$ cat src/rtl/core/scmd_pkg.sv
// Shared types and constants for the servo command encoder.
// No dependencies; every other file in rtl/core imports this package.
`default_nettype none

package scmd_pkg;

  // Command function codes carried on the func field.
  localparam logic [2:0] F_LOAD = 3'd0;
  localparam logic [2:0] F_RAW  = 3'd1;
  localparam logic [2:0] F_NORM = 3'd2;
  localparam logic [2:0] F_SPD  = 3'd3;
  localparam logic [2:0] F_ACC  = 3'd4;
  localparam logic [2:0] F_POS  = 3'd5;
  localparam logic [2:0] F_ERR  = 3'd6;
  localparam logic [2:0] F_HOME = 3'd7;

  // Compact-protocol command bytes.
  localparam logic [7:0] CMD_TARGET = 8'h84;
  localparam logic [7:0] CMD_SPEED  = 8'h87;
  localparam logic [7:0] CMD_ACCEL  = 8'h89;
  localparam logic [7:0] CMD_POS    = 8'h90;
  localparam logic [7:0] CMD_ERRORS = 8'hA1;
  localparam logic [7:0] CMD_HOME   = 8'hA2;

  // Last index within a command of one, two or four bytes.
  localparam logic [1:0] LAST_OF_1 = 2'd0;
  localparam logic [1:0] LAST_OF_2 = 2'd1;
  localparam logic [1:0] LAST_OF_4 = 2'd3;

  typedef struct packed {
    logic [13:0] min_us;
    logic [13:0] max_us;
    logic [13:0] neutral_pulse;
  } limits_t;

  localparam limits_t LIMITS_DEFAULT = '{
    min_us:        14'd1000,
    max_us:        14'd2000,
    neutral_pulse: 14'd1500
  };

  // One command handed to the byte serializer.
  typedef struct packed {
    logic [3:0][7:0] bytes;
    logic [1:0]      last_idx;
  } cmd_t;

  // Item fields that travel down the pipeline beside the arithmetic.
  typedef struct packed {
    logic [2:0]  func;
    logic [7:0]  channel;
    logic [15:0] raw;
    logic        ch_ok;
  } item_t;

endpackage

`default_nettype wire

$ cat src/rtl/core/scmd_limits_mem.sv
// Per-channel limit table: one synchronous memory with a registered read port.
// Uses scmd_pkg (limits_t, LIMITS_DEFAULT).
`default_nettype none

module scmd_limits_mem import scmd_pkg::*; #(
  parameter int NUM_CHANNELS = 24,
  localparam int AW = (NUM_CHANNELS > 1) ? $clog2(NUM_CHANNELS) : 1
) (
  input  wire logic          clk,
  input  wire logic          rst,
  input  wire logic          en,
  input  wire logic          wr_en,
  input  wire logic [AW-1:0] addr,
  input  wire limits_t       wr_data,
  output limits_t            rd_data
);

  limits_t                 mem [NUM_CHANNELS];
  logic [NUM_CHANNELS-1:0] vld;
  limits_t                 rd_q;
  logic                    rd_hit;

  always_ff @(posedge clk) begin
    if (wr_en) begin
      mem[addr] <= wr_data;
    end
  end

  // An entry never written reads as the default limits.
  always_ff @(posedge clk) begin
    if (rst) begin
      vld <= '0;
    end else if (wr_en) begin
      vld[addr] <= 1'b1;
    end
  end

  always_ff @(posedge clk) begin
    if (en) begin
      rd_q   <= mem[addr];
      rd_hit <= vld[addr];
    end
  end

  assign rd_data = rd_hit ? rd_q : LIMITS_DEFAULT;

endmodule

`default_nettype wire

$ cat src/rtl/core/scmd_norm_map.sv
// Three-stage piecewise-linear map of a Q1.15 position onto the channel range.
// Uses scmd_pkg (limits_t).
`default_nettype none

module scmd_norm_map import scmd_pkg::*; (
  input  wire logic               clk,
  input  wire logic               en,
  input  wire limits_t            lim,
  input  wire logic signed [15:0] norm,
  output logic [15:0]             q_norm
);

  logic [14:0]        mid_sum;
  logic [13:0]        c1;
  logic signed [14:0] d1;

  logic [13:0]        c2, mn2, mx2;
  logic signed [14:0] d2;
  logic signed [15:0] n2;

  logic [13:0]        c3, mn3, mx3;
  logic signed [30:0] prod3;

  logic signed [31:0] s_raw, s_lo, s_hi, s_a, s_b;

  // Center and slope for the side of neutral that the target falls on.
  always_comb begin
    mid_sum = {1'b0, lim.min_us} + {1'b0, lim.max_us};
    c1 = (lim.neutral_pulse != 14'd0) ? lim.neutral_pulse : mid_sum[14:1];
    if (norm <= 16'sd0) begin
      d1 = $signed({1'b0, c1}) - $signed({1'b0, lim.min_us});
    end else begin
      d1 = $signed({1'b0, lim.max_us}) - $signed({1'b0, c1});
    end
  end

  always_ff @(posedge clk) begin
    if (en) begin
      c2  <= c1;
      d2  <= d1;
      n2  <= norm;
      mn2 <= lim.min_us;
      mx2 <= lim.max_us;
    end
  end

  always_ff @(posedge clk) begin
    if (en) begin
      prod3 <= n2 * d2;
      c3    <= c2;
      mn3   <= mn2;
      mx3   <= mx2;
    end
  end

  // Pulse times 32768, clamped up to min then down to max; both bounds are
  // nonnegative, so the result never goes below zero.
  always_comb begin
    s_raw = $signed({3'b000, c3, 15'd0}) + 32'(prod3);
    s_lo  = $signed({3'b000, mn3, 15'd0});
    s_hi  = $signed({3'b000, mx3, 15'd0});
    s_a   = (s_raw < s_lo) ? s_lo : s_raw;
    s_b   = (s_a > s_hi) ? s_hi : s_a;
  end

  always_ff @(posedge clk) begin
    if (en) begin
      q_norm <= s_b[28:13];
    end
  end

endmodule

`default_nettype wire

$ cat src/rtl/core/scmd_byte_ser.sv
// Output serializer: holds one command and sends it a byte per transaction.
// Uses scmd_pkg (cmd_t).
`default_nettype none

module scmd_byte_ser import scmd_pkg::*; (
  input  wire logic clk,
  input  wire logic rst,
  input  wire logic load_valid,
  input  wire cmd_t load_cmd,
  output logic      can_load,
  output logic      out_valid,
  input  wire logic out_ready,
  output logic [7:0] tx_byte,
  output logic      last_byte
);

  logic       busy;
  cmd_t       cmd;
  logic [1:0] idx;

  assign tx_byte   = cmd.bytes[idx];
  assign last_byte = (idx == cmd.last_idx);
  assign out_valid = busy;
  // Take a new command when empty or as the final byte leaves.
  assign can_load  = !busy || (out_ready && last_byte);

  always_ff @(posedge clk) begin
    if (rst) begin
      busy <= 1'b0;
    end else if (can_load) begin
      busy <= load_valid;
    end
  end

  always_ff @(posedge clk) begin
    if (can_load) begin
      cmd <= load_cmd;
      idx <= 2'd0;
    end else if (out_ready) begin
      idx <= idx + 2'd1;
    end
  end

endmodule

`default_nettype wire

$ cat src/rtl/core/servo_command_encoder_core.sv
// Top level of the servo command encoder: input pipeline, limit table,
// normalized mapping, target clamp and byte serializer.
// Uses scmd_pkg, scmd_limits_mem, scmd_norm_map and scmd_byte_ser.
//
//  Channel | Handshake            | Payload
//  --------+----------------------+----------------------------------------------
//  input   | in_valid / in_ready  | func, channel, raw_value, norm_value,
//          |                      | min_us, max_us, neutral_pulse
//  output  | out_valid / out_ready| tx_byte, last_byte
//
// Flow: an accepted command passes stages s1 to s4 and is loaded into the
// serializer register, which offers its bytes. Sustained intake is paced by
// the bytes each command emits (four for targets, speed and accel, two for a
// position query, one for error query and home); a load or a rejected channel
// emits none. New commands enter while older bytes go out; the stages ahead of
// the serializer share one enable, low only while a finished command waits.
// Reset clears pipeline valids, the serializer and the per-channel valid bits
// of the limit table at once; no clearing pass, the block is ready next cycle.
`default_nettype none

module servo_command_encoder_core import scmd_pkg::*; #(
  parameter int NUM_CHANNELS = 24
) (
  input  wire logic               clk,
  input  wire logic               rst,
  input  wire logic               in_valid,
  output logic                    in_ready,
  input  wire logic [2:0]         func,
  input  wire logic [7:0]         channel,
  input  wire logic [15:0]        raw_value,
  input  wire logic signed [15:0] norm_value,
  input  wire logic [13:0]        min_us,
  input  wire logic [13:0]        max_us,
  input  wire logic [13:0]        neutral_pulse,
  output logic                    out_valid,
  input  wire logic               out_ready,
  output logic [7:0]              tx_byte,
  output logic                    last_byte
);

  localparam int AW = (NUM_CHANNELS > 1) ? $clog2(NUM_CHANNELS) : 1;
  localparam logic [8:0] NUM_CH_W = 9'(NUM_CHANNELS);

  logic               en;
  logic               take;
  logic               ch_ok0;
  logic               wr_en;
  limits_t            wr_lim;
  limits_t            rd_lim;

  logic               s1_valid, s2_valid, s3_valid, s4_valid;
  item_t              item0, s1_item, s2_item, s3_item, s4_item;
  logic signed [15:0] s1_norm;
  limits_t            s2_lim, s3_lim, s4_lim;
  logic [15:0]        q_norm;

  logic [15:0]        lo0, hi0, lo, hi, q_sel, q_a, q_clamp;
  logic               s4_has;
  cmd_t               s4_cmd;
  logic               ser_can_load;

  // Stall the whole front end only while a command with bytes waits on the
  // serializer; items that emit nothing drop out of the last stage freely.
  assign en       = !(s4_valid && s4_has && !ser_can_load);
  assign in_ready = en;
  assign take     = in_valid && en;

  assign ch_ok0 = ({1'b0, channel} < NUM_CH_W);

  always_comb begin
    item0.func    = func;
    item0.channel = channel;
    item0.raw     = raw_value;
    item0.ch_ok   = ch_ok0;
  end

  // A load writes at acceptance, so any later command reads the new entry.
  assign wr_en = take && (func == F_LOAD) && ch_ok0;
  always_comb begin
    wr_lim.min_us        = min_us;
    wr_lim.max_us        = max_us;
    wr_lim.neutral_pulse = neutral_pulse;
  end

  scmd_limits_mem #(
    .NUM_CHANNELS (NUM_CHANNELS)
  ) u_mem (
    .clk     (clk),
    .rst     (rst),
    .en      (en),
    .wr_en   (wr_en),
    .addr    (channel[AW-1:0]),
    .wr_data (wr_lim),
    .rd_data (rd_lim)
  );

  scmd_norm_map u_norm (
    .clk    (clk),
    .en     (en),
    .lim    (rd_lim),
    .norm   (s1_norm),
    .q_norm (q_norm)
  );

  // Pipeline valids advance together on the shared enable.
  always_ff @(posedge clk) begin
    if (rst) begin
      s1_valid <= 1'b0;
      s2_valid <= 1'b0;
      s3_valid <= 1'b0;
      s4_valid <= 1'b0;
    end else if (en) begin
      s1_valid <= in_valid;
      s2_valid <= s1_valid;
      s3_valid <= s2_valid;
      s4_valid <= s3_valid;
    end
  end

  // Carry the item fields and the read limits alongside the mapping stages.
  always_ff @(posedge clk) begin
    if (en) begin
      s1_item <= item0;
      s1_norm <= norm_value;
      s2_item <= s1_item;
      s2_lim  <= rd_lim;
      s3_item <= s2_item;
      s3_lim  <= s2_lim;
      s4_item <= s3_item;
      s4_lim  <= s3_lim;
    end
  end

  // Target clamp in quarter microseconds, bounds swapped if inverted.
  always_comb begin
    lo0     = {s4_lim.min_us, 2'b00};
    hi0     = {s4_lim.max_us, 2'b00};
    lo      = (lo0 > hi0) ? hi0 : lo0;
    hi      = (lo0 > hi0) ? lo0 : hi0;
    q_sel   = (s4_item.func == F_NORM) ? q_norm : s4_item.raw;
    q_a     = (q_sel < lo) ? lo : q_sel;
    q_clamp = (q_a > hi) ? hi : q_a;
  end

  // Build the byte sequence for the command in the last stage.
  always_comb begin
    s4_has          = s4_item.ch_ok;
    s4_cmd.bytes[0] = CMD_TARGET;
    s4_cmd.bytes[1] = s4_item.channel;
    s4_cmd.bytes[2] = {1'b0, q_clamp[6:0]};
    s4_cmd.bytes[3] = {1'b0, q_clamp[13:7]};
    s4_cmd.last_idx = LAST_OF_4;
    case (s4_item.func)
      F_LOAD: begin
        s4_has = 1'b0;
      end
      F_RAW, F_NORM: begin
      end
      F_SPD, F_ACC: begin
        s4_cmd.bytes[0] = (s4_item.func == F_SPD) ? CMD_SPEED : CMD_ACCEL;
        s4_cmd.bytes[2] = {1'b0, s4_item.raw[6:0]};
        s4_cmd.bytes[3] = {1'b0, s4_item.raw[13:7]};
      end
      F_POS: begin
        s4_cmd.bytes[0] = CMD_POS;
        s4_cmd.last_idx = LAST_OF_2;
      end
      F_ERR: begin
        s4_has          = 1'b1;
        s4_cmd.bytes[0] = CMD_ERRORS;
        s4_cmd.last_idx = LAST_OF_1;
      end
      default: begin
        s4_has          = 1'b1;
        s4_cmd.bytes[0] = CMD_HOME;
        s4_cmd.last_idx = LAST_OF_1;
      end
    endcase
  end

  scmd_byte_ser u_ser (
    .clk        (clk),
    .rst        (rst),
    .load_valid (s4_valid && s4_has),
    .load_cmd   (s4_cmd),
    .can_load   (ser_can_load),
    .out_valid  (out_valid),
    .out_ready  (out_ready),
    .tx_byte    (tx_byte),
    .last_byte  (last_byte)
  );

  // A command never breaks off in the middle: after a non-final byte
  // transaction another byte is offered.
  a_cmd_continues: assert property (@(posedge clk) disable iff (rst)
    out_valid && out_ready && !last_byte |=> out_valid)
    else $error("command ended before its final byte");

  // A target handed to the serializer lies inside the channel range.
  a_target_in_range: assert property (@(posedge clk) disable iff (rst)
    s4_valid && s4_has && (s4_item.func == F_RAW || s4_item.func == F_NORM)
      |-> (q_clamp >= lo) && (q_clamp <= hi))
    else $error("target outside channel range");

  // Reset leaves no byte on the output.
  a_reset_empty: assert property (@(posedge clk)
    rst |=> !out_valid)
    else $error("output valid right after reset");

endmodule

`default_nettype wire

$ cat config.mk
export PLATFORM = sky130hd
export DESIGN_NAME = servo_command_encoder_core
export DESIGN_NICKNAME = d
export VERILOG_FILES = /design/src/rtl/core/scmd_pkg.sv /design/src/rtl/core/scmd_limits_mem.sv /design/src/rtl/core/scmd_norm_map.sv /design/src/rtl/core/scmd_byte_ser.sv /design/src/rtl/core/servo_command_encoder_core.sv
export SDC_FILE = /design/constraint.sdc
export NUM_CORES = 2
export LEC_CHECK = 0
export BUFFER_PORTS_ARGS = -buffer_cell sky130_fd_sc_hd__buf_2
export CAP_MARGIN = 30
export CORE_AREA = 2 2 425 427
export CTS_CLUSTER_SIZE = 12
export DETAILED_ROUTE_END_ITERATION = 16
export DIE_AREA = 0 0 427 429
export PLACE_DENSITY = 0.6
export SLEW_MARGIN = 20
export SYNTH_ARGS = -nofsm -noshare
export SYNTH_HDL_FRONTEND = slang
export SYNTH_SLANG_ARGS = --single-unit
$ cat constraint.sdc
create_clock -name clk -period 13.3 [get_ports clk]
set_clock_uncertainty 0.15 [all_clocks]
set_input_delay 0.665 -clock clk [delete_from_list [all_inputs] [get_ports clk]]
set_output_delay 0.665 -clock clk [all_outputs]
set_load 0.02 [all_outputs]
Word-level counts from Yosys, hierarchy flattened
Memories as Yosys holds them, arrays and structs flattened. A register that Yosys moved wholly into a read port is not among the register bits.
Index checks and enable logic that the tools add are counted.
- flip-flop bits (word level): 384
- bits in latches: 0
- memory bits (writable): 1008
- ROM bits: 0
- input port bits: 89
- output and inout bits: 11
- logic and storage cells: 110
- memories: 1
- memory list (memory ; words ; width ; rd ports ; clocked after Yosys merged registers in ; write ports ; RTL line ; RTL):
    u_mem.mem ; 24 ; 42 ; 1 ; 1 ; 1 ; scmd_limits_mem.sv:18 ; limits_t mem [NUM_CHANNELS];
- add/subtract/negate cells: 5
- multiply operators: 1
- div/mod/pow operators: 0
- $lt $le $gt $ge: 10
- equality and inequality tests: 7
- shift-type cells: 0
- muxes and demuxes: 23
- bitwise gates (word level): 1
- reductions and logical operators: 19
- operator list (kind ; number):
    two-way mux 16 bit ; 4
    two-way mux 42 bit ; 1
    adder 30 x 31 -> 32 bit ; 1
    greater-than comparator 16 bit ; 2
    greater-than comparator 32 x 30 -> 1 bit ; 1
    less-than comparator 32 x 30 -> 1 bit ; 1
    two-way mux 32 bit ; 1
    multiplier 16 x 15 -> 31 bit ; 1
    two-way mux 15 bit ; 2
    subtractor 14 x 14 -> 15 bit ; 2
    two-way mux 29 bit ; 1
    two-way mux 14 bit ; 2
    OR 24 bit ; 1
    case mux 6 bit (4 select lines) ; 1
    binary-select mux 8 bit (select 2 bit) ; 1
    <= comparator 16 x 1 -> 1 bit, second input constant ; 1
    less-than comparator 16 bit ; 1
    adder 14 x 14 -> 15 bit ; 1
    nonzero test 14 bit ; 1
    OR reduction 5 bit ; 2
    equality test 3 bit, second input constant ; 3
    less-than comparator 8 x 5 -> 1 bit, second input constant ; 1
    two-way mux 8 bit ; 1
    logical AND 1 bit ; 7
    other kinds (18) ; 26

Longest topological paths before layout
- depth after elaboration: 11
- mapped depth: 31
- mapped depth without buffers: 28

Hierarchy
A second synthesis with hierarchy kept.
- cell total of the unflattened synthesis: 4322
- area total of the unflattened synthesis: 68443.1 µm²
- by module, submodules not included (module ; times used ; cells each ; area each (µm²)):
    scmd_limits_mem ; 1 ; 2056 ; 40593.9
    scmd_norm_map ; 1 ; 1651 ; 17645.7
    servo_command_encoder_core ; 1 ; 553 ; 8808.4
    scmd_byte_ser ; 1 ; 62 ; 1395.1

Worst setup path before layout
OpenSTA, ideal clock, no wires.
- path type: input to register
- from: in out_ready
- to: mem u_mem.mem[21][0] in the netlist's numbering (enable)
- data arrival time: 9.977 ns
- data required time: 12.707 ns
- path slack: 2.730 ns
- stages on the path: 8
- cells stage by stage: inv_1 > o31ai_2 > or2_1 > buf_2 > nand3_1 > or3b_1 > clkbuf_1 > nor2_1
- cells in the longest elaborated chain, start to end: 10
- ends and longest elaborated chain (element ; RTL line ; RTL):
    from (decl) ; servo_command_encoder_core.sv:36 ; input wire logic out_ready,
    logical AND 1 bit ; scmd_byte_ser.sv:25 ; assign can_load = !busy || (out_ready && last_byte);
    logical OR 1 bit ; scmd_byte_ser.sv:25 ;
    net ser_can_load ; servo_command_encoder_core.sv:60 ; logic ser_can_load;
    logical NOT 1 bit ; servo_command_encoder_core.sv:64 ; assign en = !(s4_valid && s4_has && !ser_can_load);
    logical AND 1 bit ; servo_command_encoder_core.sv:64 ;
    logical NOT 1 bit ; servo_command_encoder_core.sv:64 ;
    net in_ready ; servo_command_encoder_core.sv:27 ; output logic in_ready,
    logical AND 1 bit ; servo_command_encoder_core.sv:66 ; assign take = in_valid && en;
    logical AND 1 bit (2 in a row) ; servo_command_encoder_core.sv:78 ; assign wr_en = take && (func == F_LOAD) && ch_ok0;
    two-way mux 1 bit ; scmd_limits_mem.sv:24 ; if (wr_en) begin
    two-way mux 1 bit (not written as such) ; scmd_limits_mem.sv:25 ; mem[addr] <= wr_data;
    to (decl) ; scmd_limits_mem.sv:18 ;
The timed path passes the listed nets, and every way through them passes these cells.

==> metrics.txt <==
port bufs 99; share of cells above drive strength 1 16.7%; Seq/Total Area, Yosys 64.7%; Num CTS Buffers 150; critical path peak fanout 22; crit path DAT 7.75 ns; Antenna Violating Nets Remaining 0; Final min period 7.40 ns; Pleak 26.4 nW; wire per inst 23.5 um; routability cong. 0.850; area grow syn2layout 13.0%; Avg Inst Size Synth 16.8 um2; finished layout cell area 74400 um2; HP Start min_us[6]; Synth area leaders edfxtp_1 64%, mux4_2 9.0%, fa_1 7.3%; Max-slew headroom 31.1%; Synth area leader edfxtp_1; synthesized area 65900 um2; Crit. Startpoint lo0[6]$_DFFE_PN_; max-cap violations 0; startpoint types flop; Slew @ Worst Pin 1.03 ns; clk sinks 1430; via count 34300; drt initial violations 2868; reg2reg start lo0[6]$_DFFE_PN_; Critical Path RT 13.65 ns; Power Density 160 nW/um2; largest net degree at the start of global routing 188; GRT overflow 0; Worst Setup Path Type flop to flop; asr flop ratio synth 0%; DRC 0; Initial DRT Pass Iterations 6; die area 183000 um2; Max Root-Sink Buffers 3; Synth Register Bits 1430; # IOs 100; row cnt 155; Crit. End Element flop; period utilization 55.7%; Antenna diodes 0; vias per std cell 5.22; setup violators final 0; TritonCTS clock tree built; post_cts resized 0; Synth Warn # 0; Slew Viols, Final 0; Clock Root Buffer clkbuf_16; DRT Wirelength 155000 um; H-Tree Depth 4; post-placement cell area 69400 um2; nets@finish 4654; Unique masters post-synth 76; post-synth net total 4457; WHS 0.152 ns; vias in the first global route 35500; top cell type's share of synthesized area 63.8%; Post-synth top flop edfxtp_1; status finished, final reports clean; Worst-Skew Late Latency 0.78 ns; Die Ht 429 um; Die Width 427 um; RSZ-0062 raised after global routing false; hpwl dp 92800 um; Total GRT Usage 17.0%; core area 178000 um2; number of synthesized flops with an enable pin 1399; most common cell in the netlist edfxtp_1; Gate Count Post-Synth 3921; f_max 0.135 GHz; Overall Power 11.9 mW; final hold vios 0; first-pass GRT wire length 231000 um; Total Neg Setup Slack 0 ns; worst vdd ir 131 uV; initial antenna violation count 12; CTS clk-pin slew, worst paths 0.06 ns; Hold WC Path Type primary input to flop; Synth top cells by count 1399 x edfxtp_1, 327 x inv_1, 264 x mux4_2; starting density of the core 37.0%
[report_power, final]
part / total (mW) / switching (mW) / internal [mW] / leakage [nW]
Combinational: 2.73 / 1.53 / 1.20 / 10.8
Clock: 3.93 / 1.75 / 2.18 / 2.18
Sequential: 5.24 / 0.0742 / 5.17 / 13.5
Total: 11.9 / 3.35 / 8.55 / 26.4
[cells in the final DEF, fill, tap and decap left out, types with 18 or more instances in the layout]
cell           netlist  routed
edfxtp_1          1399    1399
inv_1              327     327
mux4_2             264     264
fa_1               239     239
nand2_1            235     235
ha_1               208     208
clkbuf_16            0     151
and2_1             119     119
nor2_1             132     108
a21oi_1            104     104
buf_2                7      96
a22oi_1             90      90
nand3_1             63      63
xnor2_1             58      58
mux2_2              55      55
clkbuf_1           104      53
buf_4                2      52
mux2i_1             44      44
o21ai_0             42      42
dlygate4sd3_1        0      40
nand2b_1            39      39
dfxtp_1             31      31
a21o_1              30      30
xor2_1              25      25
nor2_4               0      24
nor3_1              24      23
o21ai_1             21      21
clkinv_1             0      18
[worst paths after layout]
path,endpoint,slack (ns),cells after the start
worst max-delay path,u_ser.cmd[21]$_DFFE_PP_,5.90,26
worst min register to register,s4_item[4]$_DFFE_PN_,0.24,0
worst max register to register,u_ser.cmd[21]$_DFFE_PP_,5.90,26
worst min-delay path,u_mem.mem[20][34]$_DFFE_PP_,0.15,1
[registers in the layout, indices dropped and copies added, names as in the netlist, 15 cells and up]
register and flops:
s1_item 28, s1_norm 16, s2_item 28, s3_item 28, s4_item 20, u_mem.mem 1008
u_mem.rd_q 42, u_mem.vld 24, u_norm.d2 15, u_norm.n2 16, u_norm.prod3 31, u_norm.q_norm 16
u_ser.cmd 30
[routing by layer]
| layer | up-vias | share of wire, % | wire (um) | track usage (%) |
|---|---|---|---|---|
| li1 | 15200 | - | - | - |
| met5 | - | 0.058 | 89 | 0 |
| met2 | 878 | 51 | 78500 | 28.9 |
| met4 | 14 | 2.2 | 3340 | 4.36 |
| met1 | 18000 | 42 | 64700 | 22.5 |
| met3 | 226 | 5.1 | 7890 | 2.96 |
[repair_timing]
| action | CTS | global route |
|---|---|---|
| hold buffers | 40 | 0 |
| buffers inserted | 0 | 0 |
| setup endpoints to repair | 0 | 0 |
| endpoints found under the hold margin | 40 | 0 |
[critical path, cell delays in order (launching register included)]
cell	delay, ns
edfxtp_1	0.41
ha_1	0.35
nand4_1	0.13
a21oi_1	0.17
o31ai_1	0.13
a21oi_4	0.56
buf_4	0.38
mux2i_1	0.32
ha_1	0.29
and4_1	0.22
a31oi_1	0.16
o21ai_0	0.12
a21oi_1	0.26
nand2_1	0.09
o21ai_1	0.58
buf_4	0.34
mux2i_1	0.26
ha_1	0.29
a21o_1	0.19
a21o_1	0.17
a211oi_1	0.22
o21ai_1	0.10
a221o_1	0.39
o2111ai_1	0.26
buf_4	0.26
nor2_1	0.04
a221o_1	0.26
[area by class of cell]
cell class / instances / area, um2
clock buffers: 206 / 4010
fillers: 15800 / 104000
inverters: 328 / 1230
clock inverters: 48 / 541
flip-flops and latches: 1430 / 42600
repair buffers: 196 / 1430
multi-input cells: 2012 / 21600
well taps: 2355 / 2950
[metrics by stage]
stage	setup slack (ns)	utilization, %	cells
after floorplan	2.73	-	3921
after global placement	6.08	39.0	6275
after detailed placement	6.00	39.0	6278
final	5.90	41.8	6575
after CTS	5.94	41.8	6572
after global routing	5.31	41.8	6575
[kinds of logic (layout without fill, tap and decap cells)]
family | after synthesis | in the layout | synth area share [%]
flip-flops | 1430 | 1430 | 64.7
AND/OR/NAND/NOR | 705 | 705 | 5.23
buffers and inverters | 479 | 778 | 2.77
adder cells (fa/ha/maj) | 447 | 447 | 11.2
AO/OA/AOI/OAI | 399 | 399 | 4.07
multiplexers | 378 | 378 | 10.9
XOR/XNOR | 83 | 83 | 1.10
No activity file was read; power rests on OpenSTA's default activity.
